===== config.mk =====
export PLATFORM = sky130hd
export DESIGN_NAME = per_source_reply_throttle_flat
export DESIGN_NICKNAME = d
export VERILOG_FILES = /design/src/hw/rtl/psrt_pkg.sv /design/src/hw/rtl/psrt_if.sv /design/src/hw/rtl/per_source_reply_throttle.sv /design/src/hw/rtl/psrt_alu.sv /design/src/flat_wrapper.sv
export SDC_FILE = /design/constraint.sdc
export NUM_CORES = 1
export LEC_CHECK = 0
export ABC_AREA = 1
export BUFFER_PORTS_ARGS = -buffer_cell sky130_fd_sc_hd__buf_4
export CORE_ASPECT_RATIO = 1.5
export CORE_MARGIN = 2
export CORE_UTILIZATION = 40
export DETAILED_ROUTE_END_ITERATION = 8
export PLACE_DENSITY_LB_ADDON = 0.15
export SLEW_MARGIN = 20
export SYNTH_ARGS = -nofsm -noshare
export SYNTH_HDL_FRONTEND = slang
export SYNTH_SLANG_ARGS = --single-unit

===== constraint.sdc =====
create_clock -name clk_i -period 7.9 [get_ports clk_i]
set_input_delay 1.975 -clock clk_i [delete_from_list [all_inputs] [get_ports clk_i]]
set_output_delay 1.975 -clock clk_i [all_outputs]
set_load 0.03 [all_outputs]

===== src/hw/rtl/psrt_pkg.sv =====
package psrt_pkg;

  // Table depth default and the width of the result's index field
  localparam int unsigned TableEntriesDef = 12;
  localparam int unsigned EntryIndexW     = 4;

  // Interval after reset: one day in milliseconds
  localparam logic [31:0] DefaultIntervalMs = 32'd86400000;

  // Sequencer states, one-hot
  typedef enum logic [2:0] {
    ST_IDLE  = 3'b001,
    ST_SCAN  = 3'b010,
    ST_WRITE = 3'b100
  } state_e;

  // Operand select for the shared compare unit
  typedef struct packed {
    logic        sub_en;   // compare (a - b) instead of a
    logic [31:0] a;
    logic [31:0] b;
    logic [31:0] limit;
  } alu_req_t;

endpackage


===== src/hw/rtl/psrt_if.sv =====
// Request word: requester number and current uptime
interface psrt_req_if;
  logic        valid;
  logic        ready;
  logic [31:0] requester;
  logic [31:0] now_ms;

  modport source (output valid, output requester, output now_ms, input ready);
  modport sink   (input valid, input requester, input now_ms, output ready);
endinterface

// Result word
interface psrt_rsp_if;
  logic                               valid;
  logic                               ready;
  logic                               reply_due;
  logic                               was_known;
  logic [psrt_pkg::EntryIndexW-1:0]   entry_index;
  logic                               evicted;

  modport source (output valid, output reply_due, output was_known,
                  output entry_index, output evicted, input ready);
  modport sink   (input valid, input reply_due, input was_known,
                  input entry_index, input evicted, output ready);
endinterface

// Configuration write: reply interval
interface psrt_cfg_if;
  logic        valid;
  logic        ready;
  logic [31:0] reply_interval_ms;

  modport source (output valid, output reply_interval_ms, input ready);
  modport sink   (input valid, input reply_interval_ms, output ready);
endinterface


===== src/hw/rtl/per_source_reply_throttle.sv =====
// Per-requester reply throttle. Each request word (requester, now_ms) is looked
// up in a table of TableEntries entries holding requester number and the time it
// was last heard. The lookup walks the table one entry per cycle and stops at
// the first entry that holds the requester or is unused; with a full table the
// entry with the smallest stored time (plain unsigned, lowest index on ties) is
// replaced. A reply is due for an unknown requester or once (now_ms - stored
// time) mod 2^32 reaches reply_interval_ms. The chosen entry is always restamped.
// A request passes through an accept step, a scan of 1 to TableEntries entries
// and a write-back step; the scan length is set by the entry-by-entry walk through
// the single shared comparator. The write-back waits while a previous result word
// is still held. The request side is ready only while the sequencer is idle; the
// result sits in an output register, so a new request is taken while a result
// waits. The interval register resets to one day and may be written at any idle
// time.
module per_source_reply_throttle #(
  parameter int unsigned TableEntries = psrt_pkg::TableEntriesDef
) (
  input  logic               clk_i,
  input  logic               rst_ni,
  psrt_req_if.sink           req_i,
  psrt_rsp_if.source         rsp_o,
  psrt_cfg_if.sink           cfg_i
);
  import psrt_pkg::*;

  localparam int unsigned IdxW = (TableEntries > 1) ? $clog2(TableEntries) : 1;
  localparam logic [IdxW-1:0] LastIdx = IdxW'(TableEntries - 1);

  // Table storage
  logic [TableEntries-1:0] valid_q, valid_d;
  logic [31:0]             req_mem_q  [TableEntries];
  logic [31:0]             time_mem_q [TableEntries];

  // Sequencer and working registers
  state_e          state_q, state_d;
  logic [IdxW-1:0] idx_q, idx_d;
  logic [IdxW-1:0] least_idx_q, least_idx_d;
  logic [31:0]     least_time_q, least_time_d;
  logic [IdxW-1:0] pick_q, pick_d;
  logic [31:0]     tsel_q, tsel_d;
  logic            known_q, known_d;
  logic            evict_q, evict_d;
  logic [31:0]     who_q, now_q;
  logic [31:0]     interval_q;

  // Output register
  logic                   out_valid_q, out_valid_d;
  logic                   out_due_q, out_known_q, out_evict_q;
  logic [EntryIndexW-1:0] out_index_q;

  logic            in_fire, out_fire, wr_fire;
  logic            rd_valid, hit, lt, take_least, due;
  logic [31:0]     rd_req_q, rd_time_q;
  logic [IdxW+EntryIndexW-1:0] pick_ext;
  alu_req_t        alu_req;

  assign in_fire  = req_i.valid && req_i.ready;
  assign out_fire = out_valid_q && rsp_o.ready;
  assign wr_fire  = (state_q == ST_WRITE) && (!out_valid_q || rsp_o.ready);

  // Entry at the scan index; table data is registered from idx_d so it lines up with idx_q
  assign rd_valid = valid_q[idx_q];
  assign hit      = !rd_valid || (rd_req_q == who_q);

  // Shared comparator: oldest-entry search while scanning, elapsed check at write
  always_comb begin
    alu_req = '0;
    if (state_q == ST_WRITE) begin
      alu_req.sub_en = 1'b1;
      alu_req.a      = now_q;
      alu_req.b      = tsel_q;
      alu_req.limit  = interval_q;
    end else begin
      alu_req.sub_en = 1'b0;
      alu_req.a      = rd_time_q;
      alu_req.limit  = least_time_q;
    end
  end

  psrt_alu u_alu (
    .req_i (alu_req),
    .lt_o  (lt)
  );

  assign take_least = (idx_q == '0) || lt;
  assign due        = !known_q || !lt;
  assign pick_ext   = {{EntryIndexW{1'b0}}, pick_q};

  // Sequencer
  always_comb begin
    state_d      = state_q;
    idx_d        = idx_q;
    least_idx_d  = least_idx_q;
    least_time_d = least_time_q;
    pick_d       = pick_q;
    tsel_d       = tsel_q;
    known_d      = known_q;
    evict_d      = evict_q;
    valid_d      = valid_q;
    out_valid_d  = out_valid_q && !out_fire;
    case (state_q)
      ST_IDLE: begin
        if (in_fire) begin
          idx_d   = '0;
          state_d = ST_SCAN;
        end
      end
      ST_SCAN: begin
        if (hit) begin
          // matching or unused entry ends the scan
          pick_d  = idx_q;
          tsel_d  = rd_time_q;
          known_d = rd_valid;
          evict_d = 1'b0;
          state_d = ST_WRITE;
        end else if (idx_q == LastIdx) begin
          // table full: replace the oldest entry
          pick_d  = take_least ? idx_q : least_idx_q;
          tsel_d  = take_least ? rd_time_q : least_time_q;
          known_d = 1'b0;
          evict_d = 1'b1;
          state_d = ST_WRITE;
        end else begin
          if (take_least) begin
            least_idx_d  = idx_q;
            least_time_d = rd_time_q;
          end
          idx_d = idx_q + 1'b1;
        end
      end
      ST_WRITE: begin
        if (wr_fire) begin
          valid_d[pick_q] = 1'b1;
          out_valid_d     = 1'b1;
          state_d         = ST_IDLE;
        end
      end
      default: begin
        state_d = ST_IDLE;
      end
    endcase
  end

  // Control registers
  always_ff @(posedge clk_i or negedge rst_ni) begin
    if (!rst_ni) begin
      state_q     <= ST_IDLE;
      valid_q     <= '0;
      out_valid_q <= 1'b0;
      interval_q  <= DefaultIntervalMs;
    end else begin
      state_q     <= state_d;
      valid_q     <= valid_d;
      out_valid_q <= out_valid_d;
      if (cfg_i.valid && cfg_i.ready) begin
        interval_q <= cfg_i.reply_interval_ms;
      end
    end
  end

  // Working registers
  always_ff @(posedge clk_i) begin
    idx_q        <= idx_d;
    least_idx_q  <= least_idx_d;
    least_time_q <= least_time_d;
    pick_q       <= pick_d;
    tsel_q       <= tsel_d;
    known_q      <= known_d;
    evict_q      <= evict_d;
    if (in_fire) begin
      who_q <= req_i.requester;
      now_q <= req_i.now_ms;
    end
  end

  // Table read for the next scan index
  always_ff @(posedge clk_i) begin
    rd_req_q  <= req_mem_q[idx_d];
    rd_time_q <= time_mem_q[idx_d];
  end

  // Table write-back and result capture
  always_ff @(posedge clk_i) begin
    if (wr_fire) begin
      req_mem_q[pick_q]  <= who_q;
      time_mem_q[pick_q] <= now_q;
      out_due_q          <= due;
      out_known_q        <= known_q;
      out_evict_q        <= evict_q;
      out_index_q        <= pick_ext[EntryIndexW-1:0];
    end
  end

  assign req_i.ready       = (state_q == ST_IDLE);
  assign cfg_i.ready       = 1'b1;
  assign rsp_o.valid       = out_valid_q;
  assign rsp_o.reply_due   = out_due_q;
  assign rsp_o.was_known   = out_known_q;
  assign rsp_o.entry_index = out_index_q;
  assign rsp_o.evicted     = out_evict_q;

`ifndef SYNTHESIS
  // an accepted word always starts a scan
  a_accept_scan: assert property (@(posedge clk_i) disable iff (!rst_ni)
    in_fire |=> state_q == ST_SCAN)
    else $error("accepted word did not start a scan");

  // scan only leaves early on a hit
  a_scan_walk: assert property (@(posedge clk_i) disable iff (!rst_ni)
    (state_q == ST_SCAN && !hit && idx_q != LastIdx) |=> state_q == ST_SCAN)
    else $error("scan ended without a hit");

  // eviction never reports a known requester and is always due
  a_evict_due: assert property (@(posedge clk_i) disable iff (!rst_ni)
    (rsp_o.valid && rsp_o.evicted) |-> (!rsp_o.was_known && rsp_o.reply_due))
    else $error("evicted result inconsistent");

  // entries never become unused once written
  a_valid_grow: assert property (@(posedge clk_i) disable iff (!rst_ni)
    $countones(valid_q) >= $past($countones(valid_q)))
    else $error("table entry lost its valid bit");
`endif

endmodule


===== src/hw/rtl/psrt_alu.sv =====
// Shared unsigned compare unit: lt = (sub_en ? a - b : a) < limit
module psrt_alu (
  input  psrt_pkg::alu_req_t req_i,
  output logic               lt_o
);
  import psrt_pkg::*;

  logic [31:0] lhs;

  // Optional modular difference ahead of the compare
  always_comb begin
    if (req_i.sub_en) begin
      lhs = req_i.a - req_i.b;
    end else begin
      lhs = req_i.a;
    end
  end

  assign lt_o = (lhs < req_i.limit);

endmodule


===== src/flat_wrapper.sv =====
// flat-port wrapper written by rule: the top's interface ports become plain ports
module per_source_reply_throttle_flat import psrt_pkg::*;
#(
  parameter int unsigned TableEntries = psrt_pkg::TableEntriesDef
)
  (clk_i, rst_ni, req_i_valid, req_i_requester, req_i_now_ms, req_i_ready, rsp_o_valid, rsp_o_reply_due, rsp_o_was_known, rsp_o_entry_index, rsp_o_evicted, rsp_o_ready, cfg_i_valid, cfg_i_reply_interval_ms, cfg_i_ready);
  psrt_req_if req_i_i ();
  psrt_rsp_if rsp_o_i ();
  psrt_cfg_if cfg_i_i ();
  input  logic clk_i;
  input  logic rst_ni;
  input wire logic [$bits(req_i_i.valid)-1:0] req_i_valid;
  input wire logic [$bits(req_i_i.requester)-1:0] req_i_requester;
  input wire logic [$bits(req_i_i.now_ms)-1:0] req_i_now_ms;
  output wire logic [$bits(req_i_i.ready)-1:0] req_i_ready;
  output wire logic [$bits(rsp_o_i.valid)-1:0] rsp_o_valid;
  output wire logic [$bits(rsp_o_i.reply_due)-1:0] rsp_o_reply_due;
  output wire logic [$bits(rsp_o_i.was_known)-1:0] rsp_o_was_known;
  output wire logic [$bits(rsp_o_i.entry_index)-1:0] rsp_o_entry_index;
  output wire logic [$bits(rsp_o_i.evicted)-1:0] rsp_o_evicted;
  input wire logic [$bits(rsp_o_i.ready)-1:0] rsp_o_ready;
  input wire logic [$bits(cfg_i_i.valid)-1:0] cfg_i_valid;
  input wire logic [$bits(cfg_i_i.reply_interval_ms)-1:0] cfg_i_reply_interval_ms;
  output wire logic [$bits(cfg_i_i.ready)-1:0] cfg_i_ready;
  assign req_i_i.valid = req_i_valid;
  assign req_i_i.requester = req_i_requester;
  assign req_i_i.now_ms = req_i_now_ms;
  assign req_i_ready = req_i_i.ready;
  assign rsp_o_valid = rsp_o_i.valid;
  assign rsp_o_reply_due = rsp_o_i.reply_due;
  assign rsp_o_was_known = rsp_o_i.was_known;
  assign rsp_o_entry_index = rsp_o_i.entry_index;
  assign rsp_o_evicted = rsp_o_i.evicted;
  assign rsp_o_i.ready = rsp_o_ready;
  assign cfg_i_i.valid = cfg_i_valid;
  assign cfg_i_i.reply_interval_ms = cfg_i_reply_interval_ms;
  assign cfg_i_ready = cfg_i_i.ready;
  per_source_reply_throttle #(.TableEntries(TableEntries)) u_core (.clk_i(clk_i), .rst_ni(rst_ni), .req_i(req_i_i), .rsp_o(rsp_o_i), .cfg_i(cfg_i_i));
endmodule

# After elaboration in Yosys (flattened, before gate mapping)
# Memories as Yosys holds them, arrays and structs flattened. A register that Yosys moved wholly into a read port is not among the register bits.
# Cells that the tools add are included.
[word_totals]
reg_bits = 197
latchBits = 0
mem_bits_rw = 768
romBits = 0
input_bits = 101
mem_count = 2
[op_classes]
add_sub_neg = 2
multipliers = 0
div = 0
magnitude_cmp = 4
eq_ne = 8
shifts = 0
n_mux = 30
n_bitwise = 3
reduce_logical = 20
[mem_list]
columns = ["memory", "depth", "word_bits", "read_ports", "rd_ports_with_merged_regs", "wr", "line_no", "text"]
rows = [
  ["u_core.req_mem_q", 12, 32, 1, 1, 1, "per_source_reply_throttle.sv:31", "logic [31:0] req_mem_q [TableEntries];"],
  ["u_core.time_mem_q", 12, 32, 1, 1, 1, "per_source_reply_throttle.sv:32", "logic [31:0] time_mem_q [TableEntries];"],
]
[op_table]
columns = ["op", "n"]
rows = [
  ["two-way mux 32 bit", 6],
  ["two-way mux 33 bit", 1],
  ["equality test 32 bit", 1],
  ["less-than comparator 32 bit", 1],
  ["subtractor 32 bit", 1],
  ["two-way mux 4 bit", 6],
  ["two-way mux 3 bit", 4],
  ["bitwise OR 12 bit", 1],
  ["less-than comparator 4 x 5 -> 1 bit, second input constant", 2],
  ["two-way mux 1 bit", 9],
  ["one-hot mux 3 bit (3 select lines)", 1],
  ["one-hot mux 4 bit (2 select lines)", 1],
  ["AND reduction 3 bit", 2],
  ["logical AND 1 bit", 5],
  ["logical NOT 1 bit", 5],
  ["adder 4 x 1 -> 4 bit, second input constant", 1],
  ["binary-select mux 1 bit (select 4 bit)", 1],
  ["demux 1 bit (select 4 bit)", 1],
  ["equality test 4 bit, second input constant", 1],
  ["greater-or-equal comparator 4 x 1 -> 1 bit, second input constant", 1],
  ["logical NOT 4 bit", 1],
  ["logical OR 1 bit", 4],
  ["AND reduction 2 bit", 2],
  ["equality test 3 x 1 -> 1 bit, second input constant", 1],
  ["other kinds (7)", 8],
]

# Longest topological paths before layout
[depth]
word_depth = 9
mapped_depth = 33

# Modules after synthesis
# Synthesis repeated with hierarchy kept, for this count alone.
[hier_totals]
cells_unflattened = 4598
hier_area_um2 = 46316.9
[by_module_without_submodules]
columns = ["module", "n_inst", "cells_each", "area_per_inst_um2"]
rows = [
  ["per_source_reply_throttle", 1, 3933, 42861.1],
  ["psrt_alu", 1, 665, 3455.8],
]

# Worst setup path after synthesis
# Ideal clock, no wire load.
[synth_timing]
kind = "input to register"
startpoint = "input port rsp_o_ready"
endpoint = "register u_core.valid_q[4]"
arrival_time_ns = 7.648
t_required_ns = 7.808
setup_slack_ns = 0.160
stages = 5
n_path_buf = 0
cell_sequence = "nor2_1 nor2_1 nand3_1 nor3_1 or2_2"
[synth_between]
elab_chain_len = 3
[synth_rtl]
columns = ["element", "line_no", "text"]
rows = [
  ["from (decl)", "flat_wrapper.sv:21", "input wire logic [$bits(rsp_o_i.ready)-1:0] rsp_o_ready;"],
  ["logical OR 1 bit", "per_source_reply_throttle.sv:59", "assign wr_fire = (state_q == ST_WRITE) && (!out_valid_q || rsp_o.ready);"],
  ["logical AND 1 bit", "per_source_reply_throttle.sv:59", ""],
  ["named net u_core.wr_fire", "per_source_reply_throttle.sv:51", "logic in_fire, out_fire, wr_fire;"],
  ["AND reduction 2 bit (no line)", "-", ""],
  ["to (signal assigned)", "per_source_reply_throttle.sv:153", "valid_q <= valid_d;"],
  ["to (decl)", "per_source_reply_throttle.sv:30", "logic [TableEntries-1:0] valid_q, valid_d;"],
]
# The timed path passes the listed nets, and every way through them passes these cells.
# A chain may end at the register's enable or synchronous reset.

# Final worst setup path
[layout_timing]
startpoint = "register u_core.state_q[1]"
endpoint = "register u_core.pick_q[1], data pin"
[layout_between]
elab_chain_len = 9
elab_cells_between_ends = 11
classes_between = "1 x add/sub; 1 x order compare; 1 x eq/ne; 7 x mux; 1 x reduce/logical"
[layout_rtl]
columns = ["element", "line_no", "text"]
rows = [
  ["from (decl)", "per_source_reply_throttle.sv:35", "state_e state_q, state_d;"],
  ["from (signal assigned)", "per_source_reply_throttle.sv:152", "state_q <= state_d;"],
  ["equality test 3 bit *", "per_source_reply_throttle.sv:68", "if (state_q == ST_WRITE) begin"],
  ["two-way mux 33 bit or two-way mux 32 bit (tied branches)", "per_source_reply_throttle.sv:68", ""],
  ["subtractor 32 bit", "psrt_alu.sv:13", "lhs = req_i.a - req_i.b;"],
  ["two-way mux 32 bit", "psrt_alu.sv:12", "if (req_i.sub_en) begin"],
  ["less-than comparator 32 bit *", "psrt_alu.sv:19", "assign lt_o = (lhs < req_i.limit);"],
  ["logical OR 1 bit *", "per_source_reply_throttle.sv:85", "assign take_least = (idx_q == '0) || lt;"],
  ["two-way mux 4 bit *", "-", ""],
  ["two-way mux 4 bit *", "per_source_reply_throttle.sv:116", "end else if (idx_q == LastIdx) begin"],
  ["two-way mux 4 bit *", "per_source_reply_throttle.sv:109", "if (hit) begin"],
  ["to (signal assigned)", "per_source_reply_throttle.sv:166", "pick_q <= pick_d;"],
  ["to (decl)", "per_source_reply_throttle.sv:39", "logic [IdxW-1:0] pick_q, pick_d;"],
]
# Every way passes the cells marked *; elsewhere a longest branch is shown, timed or not. The select of a mux whose other input is x is not followed.

==> results.sh <==
export IMPL_nets=4572
export IMPL_final_util=0.456
export IMPL_cts_root_buf="clkbuf_16"
export IMPL_totalWireLength_um=123000
export IMPL_cts_tree="yes"
export IMPL_nFillCells=10500
export IMPL_synth_most_common_cell="nand3_1"
export IMPL_synth_ff_type="edfxtp_1"
export IMPL_yosysTopAreaCellShare=0.600
export IMPL_slowest_stage="inv_2"
export IMPL_clock_sinks=1029
export IMPL_path_clk_slew_ns=0.06
export IMPL_power_density_mw_per_mm2=340
export IMPL_syn_avg_cell_area_um2=10.5
export IMPL_cp_data_required_time_ns=8.34
export IMPL_setup_tns_ns=0
export IMPL_timing_final_crit_share=0.737
export IMPL_start_util=0.404
export IMPL_ys_top_cells_by_count="nand3_1, edfxtp_1, nand2_1"
export IMPL_max_slew_margin=0.270
export IMPL_arrival_ns=6.27
export IMPL_synthAdderAreaFrac=0.0180
export IMPL_p_clk_frac=0.302
export IMPL_synth_top_cell_by_area="edfxtp_1"
export IMPL_drt_pass1_iter_count=8
export IMPL_async_flop_share=0.0466
export IMPL_clock_latency_ns=0.74
export IMPL_whs_ns=0.425
export IMPL_drt_iter0_drc=2361
export IMPL_p_int_uw=11400
export IMPL_path_max_fanout=42
export IMPL_p_total_uw=17500
export IMPL_setup_viol=0
export IMPL_routedWlPerCell_um=20.7
export IMPL_fmax_ghz=0.172
export IMPL_numCtsBuffers=104
export IMPL_crit_top_cell="o21ai_0"
export IMPL_row_count=151
export IMPL_drv_cap=0
export IMPL_grt_max_degree=132
export IMPL_core_area_mm2=0.113
export IMPL_cts_resized=0
export IMPL_clock_skew_ns=0.0530
export IMPL_cpPeakStageDelay_ns=0.60
export IMPL_gr_usage_all_layers=0.210
export IMPL_synth_compound_area_share=0.0294
export IMPL_status="finished clean"
export IMPL_seq_area_frac_synth=0.656
export IMPL_multiInputGateArea_mm2=0.0121
export IMPL_vdd_drop_max_mv=0.192
export IMPL_slew_viol_final=0
export IMPL_antenna_found_initial=2
export IMPL_combPwrFrac=0.291
export IMPL_power_leakage_uw=0.0210
export IMPL_synth_distinct_cells=42
export IMPL_post_route_min_period_ns=5.82
export IMPL_drtAntennaViolNets=0
export IMPL_postCtsSetupRepairBufs=0
export IMPL_diodes=0
export IMPL_synth_edf_count=913
export IMPL_syn_area_mm2=0.0457
export IMPL_drive_above_1_share=0.0930
export IMPL_synth_mux_area_frac=0.00788
export IMPL_area_growth_pct=12.8
export IMPL_place_area_mm2=0.0479
export IMPL_end_kind="flip-flop"
export IMPL_synth_top_family_by_area="simple AND/OR/NAND/NOR gates"
export IMPL_grt_overflow_total=0
export IMPL_path_class="flip-flop to flip-flop"
export IMPL_die_w_um=280
export IMPL_grt_pass1_vias=30200
export IMPL_dp_hpwl_um=67100
export IMPL_drc=0
export IMPL_worst_pin_slew_ns=1.10
export IMPL_grt_pass1_wl_um=185000
export IMPL_die_h_um=418
export IMPL_worstSetupStartpointType="flip-flop"
export IMPL_clockBufferDepth=3
export IMPL_synth_xor_area_share=0.00862
export IMPL_seqCellArea_mm2=0.0300
export IMPL_routed_via_count=30700
export IMPL_syn_nets=4524
export IMPL_switchingPower_uw=6190
export IMPL_dieArea_mm2=0.117
export IMPL_synth_area_top_cells="edfxtp_1, nand3_1, nand2_1"
export IMPL_p_sw_frac=0.353
export IMPL_holdCritPathClass="flip-flop to flip-flop"
export IMPL_p_seq_frac=0.407
export IMPL_place_gp_congestion=0.922
export IMPL_final_hold_viol_count=0
export IMPL_yosys_area_share_simple=0.196
export IMPL_finalInstanceArea_mm2=0.0516
export IMPL_ioPinCount=111
export IMPL_yosys_warnings=0
export IMPL_cts_max_level=3
export IMPL_portBuffers=109
export IMPL_viasPerCell=5.16
export IMPL_synthCells=4358
export IMPL_cts_hold_buf=0
export IMPL_rsz0062_at_grt="no"
export IMPL_synth_seq_cells=1029
power groups by stage:
stage / clock [uW] / sequential, uW / combinational [uW]
finish: 5300 / 7140 / 5110
detailed placement: 0 / 7250 / 5160
CTS: 5410 / 7140 / 5170
floorplan: 0 / 7050 / 3640
global placement: 0 / 7250 / 5110
global route: 5610 / 7190 / 5740
final timing paths:
kind	depth (start not counted)	startpoint	to	slack (ns)
max reg2reg	25	u_core.state_q[1]	u_core.pick_q[1]	2.08
max in group asynchronous	1	rst_ni	u_core.interval_q[23]	6.11
min reg2reg	0	u_core.evict_q	u_core.rsp_o.evicted	0.42
min in group asynchronous	1	rst_ni	u_core.valid_q[5]	1.27
min	0	u_core.evict_q	u_core.rsp_o.evicted	0.42
max	25	u_core.state_q[1]	u_core.pick_q[1]	2.08
cell families after synthesis:
logic type	Yosys count
adder cells (fa/ha/maj)	65
flip-flops	1029
other	1
buffers and inverters	925
AND/OR/NAND/NOR	2007
XOR/XNOR	45
AO/OA/AOI/OAI	254
multiplexers	32
routing by layer:
metal / part of all wire / GRT usage
met5: 0 / 0
met4: 0.028 / 0.0693
met3: 0.045 / 0.0238
met2: 0.51 / 0.374
met1: 0.42 / 0.264
registers in the layout, indices dropped and copies added, names as in the netlist, 12 cells and up:
name / cells
u_core.tsel_q: 32
u_core.rd_time_q: 32
u_core.rd_req_q: 32
u_core.req_mem_q: 384
u_core.time_mem_q: 384
u_core.who_q: 32
u_core.now_q: 32
u_core.valid_q: 12
u_core.least_time_q: 32
u_core.interval_q: 32
per-stage QoR:
step	instances	setup slack (ns)
after floorplan	4358	0.160
after global placement	5753	2.15
after detailed placement	5753	2.09
after CTS	5950	2.09
after global routing	5950	1.48
final	5950	2.08
worst max-delay path, delay by kind of cell, from the launching register on:
| kind | cells | cell delay [ns] |
|---|---|---|
| DFF | 1 | 0.38 |
| and+or+nand+nor | 12 | 1.46 |
| AOI/OAI and AO/OA | 7 | 1.35 |
| buffers and inverters | 4 | 1.60 |
| adders and majority gates | 2 | 0.73 |
layout by cell type, fill, tap and decap left out, types with 5 or more instances in the layout:
cell type,n
nand2_4,5
nand3_1,986
bufinv_16,17
xor2_1,13
dfrtp_1,38
clkinv_4,5
clkinv_1,20
nand2_1,870
nor2_1,58
xnor2_1,32
clkbuf_1,18
clkbuf_8,7
dfxtp_1,68
a21oi_1,64
inv_1,689
or2_2,10
ha_1,64
inv_6,5
nor3_1,7
o21bai_1,9
clkinv_16,5
o211ai_1,5
inv_2,5
o21ai_0,160
nor2_4,12
and2_1,35
clkinvlp_4,7
buf_4,161
dfstp_2,10
nand4_1,8
mux2_2,32
buf_12,7
clkbuf_16,104
clkinv_2,12
edfxtp_1,913
final cells by class:
| class | count | share of cell area |
|---|---|---|
| Clock buffer | 129 | 0.0536 |
| Inverter | 698 | 0.0510 |
| Timing Repair Buffer | 169 | 0.0264 |
| Tap cell | 1453 | 0.0352 |
| Clock inverter | 68 | 0.0180 |
| Multi-Input combinational cell | 2404 | 0.234 |
| Sequential cell | 1029 | 0.582 |
Note: power is estimated with default switching activity, not from simulation.
